**config.mk**
```make
export PLATFORM = sky130hd
export DESIGN_NAME = gaussian_kernel_smoother
export DESIGN_NICKNAME = d
export VERILOG_FILES = /design/src/hdl/gks_pkg.sv /design/src/hdl/gks_divider.sv /design/src/hdl/gaussian_kernel_smoother.sv
export SDC_FILE = /design/constraint.sdc
export NUM_CORES = 2
export LEC_CHECK = 0
export BUFFER_PORTS_ARGS = -buffer_cell sky130_fd_sc_hd__buf_2
export CORE_ASPECT_RATIO = 0.5
export CORE_MARGIN = 2
export CORE_UTILIZATION = 33
export CTS_CLUSTER_SIZE = 24
export DETAILED_ROUTE_END_ITERATION = 7
export GPL_ROUTABILITY_DRIVEN = 0
export PLACE_DENSITY = 0.45
export SKIP_CTS_REPAIR_TIMING = 1
export SYNTH_ARGS = -nofsm -noshare
export SYNTH_HDL_FRONTEND = slang
export SYNTH_SLANG_ARGS = --single-unit
export TNS_END_PERCENT = 30
```
**constraint.sdc**
```tcl
create_clock -name clk -period 14.2 [get_ports clk]
set_input_delay 1.42 -clock clk [delete_from_list [all_inputs] [get_ports clk]]
set_output_delay 1.42 -clock clk [all_outputs]
set_load 0.03 [all_outputs]
```
**src/hdl/gks_pkg.sv**
```systemverilog
package gks_pkg;
    localparam int MAX_HALF_WIDTH_DEF = 6;
    localparam int SAMPLE_BITS_DEF    = 32;
    localparam int WEIGHT_BITS        = 16;
    localparam int N_WEIGHTS          = 7;
    localparam int CFG_IDX_BITS       = 3;
    localparam int CFG_DATA_BITS      = 16;
    localparam int HALF_BITS          = 3;

    localparam logic [CFG_IDX_BITS-1:0] REG_HALF_WIDTH = 3'd0;

    localparam logic [HALF_BITS-1:0]   HALF_RESET = 3'd2;
    localparam logic [WEIGHT_BITS-1:0] W0_RESET   = 16'd32768;
    localparam logic [WEIGHT_BITS-1:0] W1_RESET   = 16'd4435;
    localparam logic [WEIGHT_BITS-1:0] W2_RESET   = 16'd11;

    typedef enum logic [2:0] {
        ST_IDLE,
        ST_CHECK,
        ST_MAC,
        ST_DIV,
        ST_OUT
    } state_t;
endpackage

```
**src/hdl/gks_divider.sv**
```systemverilog
module gks_divider #(
    parameter int NUM_BITS = 68,
    parameter int DEN_BITS = 20,
    parameter int Q_BITS   = 32
) (
    input  logic                clk,
    input  logic                rst_n,
    input  logic                start,
    input  logic [NUM_BITS-1:0] num,
    input  logic [DEN_BITS-1:0] den,
    output logic                busy,
    output logic                done,
    output logic [Q_BITS-1:0]   quot
);
    localparam int CNT_BITS = $clog2(NUM_BITS + 1);

    logic [NUM_BITS-1:0] num_reg, num_next;
    logic [DEN_BITS:0]   rem_reg, rem_next;
    logic [DEN_BITS-1:0] den_reg;
    logic [Q_BITS-1:0]   q_reg, q_next;
    logic [CNT_BITS-1:0] cnt_reg;
    logic                busy_reg, done_reg;
    logic [DEN_BITS:0]   trial;
    logic                ge;

    // restoring division, one bit per cycle
    always_comb
    begin
        trial    = {rem_reg[DEN_BITS-1:0], num_reg[NUM_BITS-1]};
        ge       = (rem_reg[DEN_BITS] == 1'b1) || (trial >= {1'b0, den_reg});
        rem_next = ge ? (trial - {1'b0, den_reg}) : trial;
        num_next = {num_reg[NUM_BITS-2:0], 1'b0};
        q_next   = {q_reg[Q_BITS-2:0], ge};
    end

    always_ff @(posedge clk or negedge rst_n)
    begin
        if (!rst_n)
        begin
            busy_reg <= 1'b0;
            done_reg <= 1'b0;
            cnt_reg  <= '0;
        end
        else
        begin
            done_reg <= 1'b0;
            if (start)
            begin
                busy_reg <= 1'b1;
                cnt_reg  <= CNT_BITS'(NUM_BITS);
            end
            else if (busy_reg)
            begin
                cnt_reg <= cnt_reg - 1'b1;
                if (cnt_reg == CNT_BITS'(1))
                begin
                    busy_reg <= 1'b0;
                    done_reg <= 1'b1;
                end
            end
        end
    end

    always_ff @(posedge clk)
    begin
        if (start)
        begin
            num_reg <= num;
            den_reg <= den;
            rem_reg <= '0;
            q_reg   <= '0;
        end
        else if (busy_reg)
        begin
            num_reg <= num_next;
            rem_reg <= rem_next;
            q_reg   <= q_next;
        end
    end

    assign busy = busy_reg;
    assign done = done_reg;
    assign quot = q_reg;
endmodule

```
**src/hdl/gaussian_kernel_smoother.sv**
```systemverilog
// A result leaves once h newer requests arrive or the record ends; each result passes
// through a check, multiply-accumulate steps over the taps, a divide and an output step.
// One request at a time: no new sample is accepted until its results have left, output
// stalls included. The bit-serial divider and the shared multiplier set the rate. Reset
// (rst_n, async, active low) clears control state and loads the register defaults; the
// sample window holds no reset value.
module gaussian_kernel_smoother #(
    parameter int MAX_HALF_WIDTH = gks_pkg::MAX_HALF_WIDTH_DEF,
    parameter int SAMPLE_BITS    = gks_pkg::SAMPLE_BITS_DEF
) (
    input  logic                              clk,
    input  logic                              rst_n,
    input  logic                              cfg_we,
    input  logic [gks_pkg::CFG_IDX_BITS-1:0]  cfg_index,
    input  logic [gks_pkg::CFG_DATA_BITS-1:0] cfg_data,
    input  logic                              in_valid,
    output logic                              in_ready,
    input  logic [SAMPLE_BITS-1:0]            sample_value,
    input  logic                              last_sample,
    output logic                              out_valid,
    input  logic                              out_ready,
    output logic [SAMPLE_BITS-1:0]            smoothed_value,
    output logic                              last_result
);
    import gks_pkg::*;

    localparam int DEPTH    = 2 * MAX_HALF_WIDTH + 1;
    localparam int POS_BITS = $clog2(DEPTH + 1);
    localparam int PROD_BITS = SAMPLE_BITS + WEIGHT_BITS;
    localparam int ACC_BITS = PROD_BITS + 4;
    localparam int DEN_BITS = WEIGHT_BITS + 4;
    localparam int D_BITS   = $clog2(MAX_HALF_WIDTH + 1);

    state_t state_reg, state_next;

    logic [HALF_BITS-1:0]   half_reg;
    logic [WEIGHT_BITS-1:0] weight_reg [N_WEIGHTS];
    logic [SAMPLE_BITS-1:0] win_reg [DEPTH];
    logic [3:0]             rcv_reg;
    logic [POS_BITS-1:0]    nout_reg;
    logic                   last_reg;
    logic [POS_BITS-1:0]    c_reg;
    logic [D_BITS-1:0]      d_reg;
    logic                   side_reg;
    logic [ACC_BITS-1:0]    acc_reg;
    logic [DEN_BITS-1:0]    den_reg;
    logic [PROD_BITS-1:0]   prod_reg;
    logic                   prod_v_reg;
    logic [SAMPLE_BITS-1:0] res_reg;
    logic                   res_last_reg;

    logic [D_BITS-1:0]      h_eff;
    logic                   emit;
    logic [POS_BITS:0]      pos;
    logic                   tap_ok;
    logic                   mac_end;
    logic [WEIGHT_BITS-1:0] w_cur;
    logic [SAMPLE_BITS-1:0] s_cur;
    logic                   div_start;
    logic                   div_busy;
    logic                   div_done;
    logic [SAMPLE_BITS-1:0] quot;

    assign h_eff = (half_reg > HALF_BITS'(MAX_HALF_WIDTH)) ? D_BITS'(MAX_HALF_WIDTH)
                                                          : D_BITS'(half_reg);
    assign emit = (nout_reg != '0) &&
                  (last_reg || (nout_reg > POS_BITS'(h_eff)));

    always_comb
    begin
        w_cur = weight_reg[d_reg];
        if (!side_reg)
            pos = {1'b0, c_reg} - (POS_BITS+1)'(d_reg);
        else
            pos = {1'b0, c_reg} + (POS_BITS+1)'(d_reg);
        if (!side_reg)
            tap_ok = (POS_BITS'(d_reg) <= c_reg);
        else
            tap_ok = (d_reg != '0) && (pos < (POS_BITS+1)'(rcv_reg))
                     && (pos < (POS_BITS+1)'(DEPTH));
        s_cur = win_reg[pos[POS_BITS-1:0] < POS_BITS'(DEPTH) ?
                        pos[$clog2(DEPTH)-1:0] : '0];
        mac_end = side_reg && (d_reg == h_eff);
    end

    always_comb
    begin
        state_next = state_reg;
        div_start  = 1'b0;
        in_ready   = (state_reg == ST_IDLE);
        case (state_reg)
            ST_IDLE:  if (in_valid) state_next = ST_CHECK;
            ST_CHECK: state_next = emit ? ST_MAC : ST_IDLE;
            ST_MAC:
            begin
                if (mac_end)
                begin
                    state_next = ST_DIV;
                end
            end
            ST_DIV:
            begin
                if (!prod_v_reg && !div_busy && !div_done && den_reg != '0)
                    div_start = 1'b1;
                if (den_reg == '0 && !prod_v_reg)
                    state_next = ST_OUT;
                if (div_done)
                    state_next = ST_OUT;
            end
            ST_OUT:   if (out_ready) state_next = ST_CHECK;
            default:  state_next = ST_IDLE;
        endcase
    end

    gks_divider #(
        .NUM_BITS (ACC_BITS),
        .DEN_BITS (DEN_BITS),
        .Q_BITS   (SAMPLE_BITS)
    ) u_div (
        .clk   (clk),
        .rst_n (rst_n),
        .start (div_start),
        .num   (acc_reg),
        .den   (den_reg),
        .busy  (div_busy),
        .done  (div_done),
        .quot  (quot)
    );

    always_ff @(posedge clk or negedge rst_n)
    begin
        if (!rst_n)
        begin
            state_reg <= ST_IDLE;
            half_reg  <= HALF_RESET;
            weight_reg[0] <= W0_RESET;
            weight_reg[1] <= W1_RESET;
            weight_reg[2] <= W2_RESET;
            for (int i = 3; i < N_WEIGHTS; i++)
                weight_reg[i] <= '0;
            rcv_reg    <= '0;
            nout_reg   <= '0;
            last_reg   <= 1'b0;
            prod_v_reg <= 1'b0;
        end
        else
        begin
            state_reg <= state_next;
            if (cfg_we)
            begin
                if (cfg_index == REG_HALF_WIDTH)
                    half_reg <= cfg_data[HALF_BITS-1:0];
                else
                    weight_reg[cfg_index - 1'b1] <= cfg_data;
            end
            prod_v_reg <= (state_reg == ST_MAC) && tap_ok;
            case (state_reg)
                ST_IDLE:
                begin
                    if (in_valid)
                    begin
                        last_reg <= last_sample;
                        if (rcv_reg != 4'd15)
                            rcv_reg <= rcv_reg + 1'b1;
                        if (nout_reg != POS_BITS'(DEPTH))
                            nout_reg <= nout_reg + 1'b1;
                    end
                end
                ST_CHECK:
                begin
                    if (!emit && last_reg)
                    begin
                        rcv_reg  <= '0;
                        nout_reg <= '0;
                        last_reg <= 1'b0;
                    end
                end
                ST_OUT:
                begin
                    if (out_ready)
                        nout_reg <= nout_reg - 1'b1;
                end
                default: ;
            endcase
        end
    end

    always_ff @(posedge clk)
    begin
        if (state_reg == ST_IDLE && in_valid)
        begin
            for (int k = DEPTH - 1; k > 0; k--)
                win_reg[k] <= win_reg[k-1];
            win_reg[0] <= sample_value;
        end
        if (state_reg == ST_CHECK)
        begin
            c_reg    <= nout_reg - 1'b1;
            d_reg    <= '0;
            side_reg <= 1'b0;
            acc_reg  <= '0;
            den_reg  <= '0;
        end
        if (state_reg == ST_MAC)
        begin
            prod_reg <= s_cur * w_cur;
            if (tap_ok)
                den_reg <= den_reg + DEN_BITS'(w_cur);
            if (side_reg)
                d_reg <= d_reg + 1'b1;
            side_reg <= ~side_reg;
        end
        if (prod_v_reg)
            acc_reg <= acc_reg + ACC_BITS'(prod_reg);
        if (state_reg == ST_DIV)
        begin
            if (den_reg == '0)
                res_reg <= '0;
            else if (div_done)
                res_reg <= quot;
            res_last_reg <= last_reg && (c_reg == '0);
        end
    end

    assign out_valid      = (state_reg == ST_OUT);
    assign smoothed_value = res_reg;
    assign last_result    = res_last_reg;

`ifndef ASSERT_OFF
    a_div_only_in_div: assert property (@(posedge clk) disable iff (!rst_n)
        div_start |-> state_reg == ST_DIV)
        else $error("divider started outside ST_DIV");
    a_no_accept_busy: assert property (@(posedge clk) disable iff (!rst_n)
        state_reg != ST_IDLE |-> !in_ready)
        else $error("input ready while busy");
    a_out_hold: assert property (@(posedge clk) disable iff (!rst_n)
        out_valid && !out_ready |=> out_valid && $stable(smoothed_value))
        else $error("result changed while stalled");
`endif
endmodule

```
After elaboration in Yosys (flattened, before gate mapping). Memory sizes are Yosys's and may differ from the RTL's. Cells that the tools add are included.

Flip-flop bits (word level): 422. Bits in writable memories: 416. Bits of input ports: 57. Output and inout port bits: 35. Logic and storage cells: 163. Memories: 1.

Memory list: win_reg (words 13, bits a word 32, read ports 13, clocked after memory_dff 0, write ports 13, line gaussian_kernel_smoother.sv:38) `logic [SAMPLE_BITS-1:0] win_reg [DEPTH];`.

Add/sub/neg operators: 11. $mul: 1. $lt $le $gt $ge: 10. Equality and inequality tests: 15. Multiplexer cells: 54. Bitwise logic cells: 4. Reduce and logical (&&, ||, !) cells: 39.

Operator list (count): 52-bit two-way mux (4); 112-bit bitwise mux (1); 20-bit two-way mux (3); 52-bit by 48-bit adder with 52-bit output (1); 16-bit binary-select mux with 3-bit select (1); 16-bit demux with 3-bit select (1); 32-bit by 16-bit multiplier with 48-bit output (1); 16-bit two-way mux (3); 32-bit two-way mux (1); 4-bit two-way mux (7); 3-bit two-way mux (9); 21-bit by 20-bit >= comparator with 1-bit output (1); 21-bit two-way mux (1); 21-bit by 20-bit subtractor with 21-bit output (1); 20-bit by 16-bit adder with 20-bit output (1); 20-bit logical NOT (1); 20-bit nonzero test (1); 1-bit two-way mux (15); 3-bit one-hot mux with 5 select lines (1); 1-bit logical AND (13); 6-bit two-way mux (2); 4-bit one-hot mux with 3 select lines (1); 2-bit nonzero test (5); 4-bit by 1-bit adder with 4-bit output (second input constant) (2); other kinds (39) (57).

Longest topological paths before layout.
Depth after elaboration: 9. Mapped depth: 42. Gate-level depth less buffers: 36.

By module. From an unflattened synthesis, not the netlist that was laid out.

Cell total of the unflattened synthesis: 4793. Area total of the unflattened synthesis: 54133.2 um^2.

Modules (own cells, without submodules): gaussian_kernel_smoother (times used 1, cells an instance 4245, area an instance 47798.3 um^2, seq. area each 20313.2 um^2); gks_divider (times used 1, cells an instance 548, area an instance 6334.8 um^2, seq. area each 3423.3 um^2).

Worst setup path after synthesis. OpenSTA, ideal clock, no wires.

Path type: input-to-reg. Start: input port in_valid. End: register last_reg. Library setup time: 0.510 ns. Data arrival time: 10.223 ns. Required time: 13.690 ns. Path slack: 3.467 ns. Stages: 3. Path buffers: 0. Cell sequence: nand2_1 > inv_1 > o21ai_0.

Word-level cells in the longest chain between the ends: 2.

RTL lines: start: declaration (line gaussian_kernel_smoother.sv:16) `input logic in_valid,`; 2-bit != test (no source line); 3-bit AND reduction (no source line); end signal: assignment (line gaussian_kernel_smoother.sv:162) `last_reg <= last_sample;`; end: declaration (line gaussian_kernel_smoother.sv:41) `logic last_reg;`.

No other way between the ends. A chain may end at the register's enable or synchronous reset.

Worst setup path in the final report.
Start: register d_reg[2]. End: register prod_reg[47] (data pin).

Word-level cells in the longest chain between the ends: 6. Elaborated cells between the ends (all ways): 11. Those cells by class: add/sub (2); mul (1); order compare (1); mux (5); bitwise (1); memory (1).

RTL lines: start: declaration (line gaussian_kernel_smoother.sv:43) `logic [D_BITS-1:0] d_reg;`; start signal: assignment (line gaussian_kernel_smoother.sv:210) `d_reg <= d_reg + 1'b1;`; 4-bit by 3-bit subtractor with 5-bit output / 4-bit by 3-bit adder with 5-bit output (equally long branches) (line gaussian_kernel_smoother.sv:73, gaussian_kernel_smoother.sv:75); 5-bit two-way mux (line gaussian_kernel_smoother.sv:72) `if (!side_reg)`; 4-bit less-than comparator (line gaussian_kernel_smoother.sv:81) `s_cur = win_reg[pos[POS_BITS-1:0] < POS_BITS'(DEPTH) ?`; 4-bit two-way mux (line gaussian_kernel_smoother.sv:81); memory read 13 x 32 bit; 32-bit by 16-bit multiplier with 48-bit output * (line gaussian_kernel_smoother.sv:206) `prod_reg <= s_cur * w_cur;`; end signal: assignment (line gaussian_kernel_smoother.sv:206); end: declaration (line gaussian_kernel_smoother.sv:47) `logic [PROD_BITS-1:0] prod_reg;`.

Every way passes the cells marked *; elsewhere a longest branch is shown, timed or not. The select of a mux whose other input is x is not followed.

==> summary.txt <==
STA
  – Final Max Tran Viols: 0
  – Final Hold Vio Count: 0
  – Post-route clock period utilization: 83.3%
  – Highest clock rate: 84.5 MHz
  – Setup violators final: 0
  – Layout Skew: ~74 ps
  – Max_slew headroom: 17.8%
  – Fin crit period: 11830 ps
  – Slew @ Worst Pin: 1230 ps
  – Unrepaired setup endpoints after global routing: no
  – Final TNS setup: 0 ps

Yosys
  – Ys Warns: 0
  – Compound-Gate Fraction of Synth Area: under 10%
  – Post-synthesis cell area: 54100 um^2
  – Synth area leaders: edfxtp_1, fa_1, dfrtp_1
  – Simple-Gate Fraction of Synth Area: 11.6%
  – Post-synthesis adder-cell area fraction: a little over a fifth
  – Mapped Cells: 4790
  – Netlist cell types: 90
  – Seq cells post-synth: between 800 and 900
  – Synth area leader: edfxtp_1
  – Synth Area per Inst: 11.3 um^2
  – Synth Flop Type: edfxtp_1
  – Largest family of logic cells by synthesized area: adder cells
  – Number of flops mapped to enable cells by yosys: between 600 and 700
  – Post-Synth XOR/XNOR Area: between 2 and 2.5%
  – Post-synthesis mux area share: 6.81%
  – Seq/Total Area, Yosys: roughly 44%
  – Ys async rst share: between 15 and 20%
  – Mapped Nets: 5497
  – Synth top area share: about a third

Floorplan
  – Core area: around 160000 um^2
  – Chip width: 577 um
  – Std-Cell Rows: between 100 and 150
  – Die area: 167000 um^2
  – Initial core utilization: 33.4%
  – Die Height: 290 um
  – I/O Pins: 92

Placed design
  – Detailed placement HPWL: 95700 um
  – Port Buf Inserts: 91

Routing
  – DR pass1 iterations: 6
  – DR iter-0 viols: 2646
  – Residual DRC: 0
  – Via count: between 30000 and 40000
  – Total Routed Length: ~140000 um
  – Avg Vias per Cell: 4.98
  – WL per Instance: about 20 um
  – Post-DRT Antenna Nets: 0

Clock tree
  – Clock transition at path regs: 70 ps
  – Root buffer cell: clkbuf_16
  – CTS tree: done
  – H-tree Lvls: 3
  – CTS max path bufs: 3
  – Clock buffer count from CTS: 87
  – Sink Count: 838
  – Clock insertion delay at the later pin of the skew report: 710 ps

Flow run
  – Max-cap viol count: 0

Worst setup path
  – CP Launch Type: flip-flop
  – Required time of the critical path: 14600 ps
  – WP data arrival: 12230 ps
  – Critical path type: reg2reg
  – Crit. End Element: flip-flop
  – Worst path most repeated cell: fa_1
  – Slowest-stage cell, CP: a32o_1
  – Critical Path Max Stage Delay: 820 ps
  – Critical path fanouts, max: 48

GRT
  – Met2 layer usage reported by global route: 25.5%
  – Total congestion overflow: 0
  – Busiest grt layer: met1
  – Routing usage on met1: 26.1%
  – Gr usage total: 17.0%
  – Vias in the first global route: 36932
  – Initial antenna violation count: 2
  – Met3 Track Usage GR: 2.46%
  – First-pass GRT wire length: 223000 um
  – Largest net degree at the start of global routing: roughly 110

Cells and area
  – Fill cells: 15863
  – Share of layout cells above drive strength 1: 11.8%
  – Max reg flops: 416
  – Fin nets: 5511
  – Layout overhead on the synthesized area: 10.7%
  – Leading cell types in the layout, fill and taps excluded: nand2_1, edfxtp_1, inv_1, fa_1, ha_1
  – Commonest non-fill, non-tap cell in the layout: nand2_1
  – Number of diodes: 0

Outcome
  – Status: finished, final reports clean

Worst hold path
  – HP Class: reg2reg
## metrics by stage
| step | worst slack [ps] | area (um^2) | utilization, % | std cells | hold slack, ps |
|---|---|---|---|---|---|
| 6_report | 2370 | 59900 | 37.0 | 7051 | 433 |
| 2_1_floorplan | 3470 | 54100 | - | 4790 | 417 |
| 4_1_cts | 2340 | 59900 | 37.0 | 7051 | 438 |
| 5_1_grt | 1470 | 59900 | 37.0 | 7051 | 444 |
| 3_3_place_gp | 2640 | 56800 | 35.1 | 6888 | 424 |
| 3_5_place_dp | 2420 | 56800 | 35.1 | 6888 | 429 |
## cells in the mapped netlist (all sizes together) (89+ instances only)
master,instances
nor2b,95
edfxtp,626
mux2i,89
and2,134
o21ai,163
mux2,152
fa,423
inv,533
nor2,219
a21oi,239
clkbuf,158
ha,227
dfrtp,125
nand2,713
## worst max-delay path: cells and delay by family, from the launching register on
| kind | cells | cell delay (ps) |
|---|---|---|
| AO/OA/AOI/OAI | 12 | 4440 |
| flip-flops | 1 | 730 |
| buffers and inverters | 5 | 770 |
| AND/OR/NAND/NOR | 6 | 1250 |
| adder cells (fa/ha/maj) | 8 | 3850 |
| multiplexers | 1 | 400 |
## final timing paths
| path | start | to | slack, ps | depth (start not counted) |
|---|---|---|---|---|
| max in group asynchronous | rst_n | u_div.busy | 12010 | 2 |
| worst min register to register | win_reg[10][5] | win_reg[11][5] | 430 | 0 |
| worst min-delay path | win_reg[10][5] | win_reg[11][5] | 430 | 0 |
| worst max-delay path | d_reg[2] | prod_reg[47] | 2370 | 32 |
| min in group asynchronous | rst_n | weight_reg[28] | 720 | 1 |
| worst max register to register | d_reg[2] | prod_reg[47] | 2370 | 32 |
## per-layer routing
layer	share of wire [%]	wire [um]
met1	52	72500
met2	43	60400
met3	4.0	5600
met4	1.5	2090
met5	0	0
## layout make-up
cell class / instances / area [um^2] / share of cell area, %
multi-input combinational: 3183 / 27400 / 45.7
sequential: 838 / 23700 / 39.6
tap: 2173 / 2720 / 4.54
clock buffer: 100 / 2250 / 3.75
inverter: 534 / 2010 / 3.36
timing repair buffer: 160 / 1000 / 1.68
clock inverter: 63 / 781 / 1.30
## cells by family after synthesis
| family | after synthesis |
|---|---|
| fa+ha+maj | 650 |
| xor+xnor | 123 |
| compound gates | 744 |
| mux | 288 |
| flops | 838 |
| buf+inv | 769 |
| simple gates | 1378 |
Power is not shown: default switching activity piles up to over one toggle a cycle in this logic, so the estimate is an artifact.
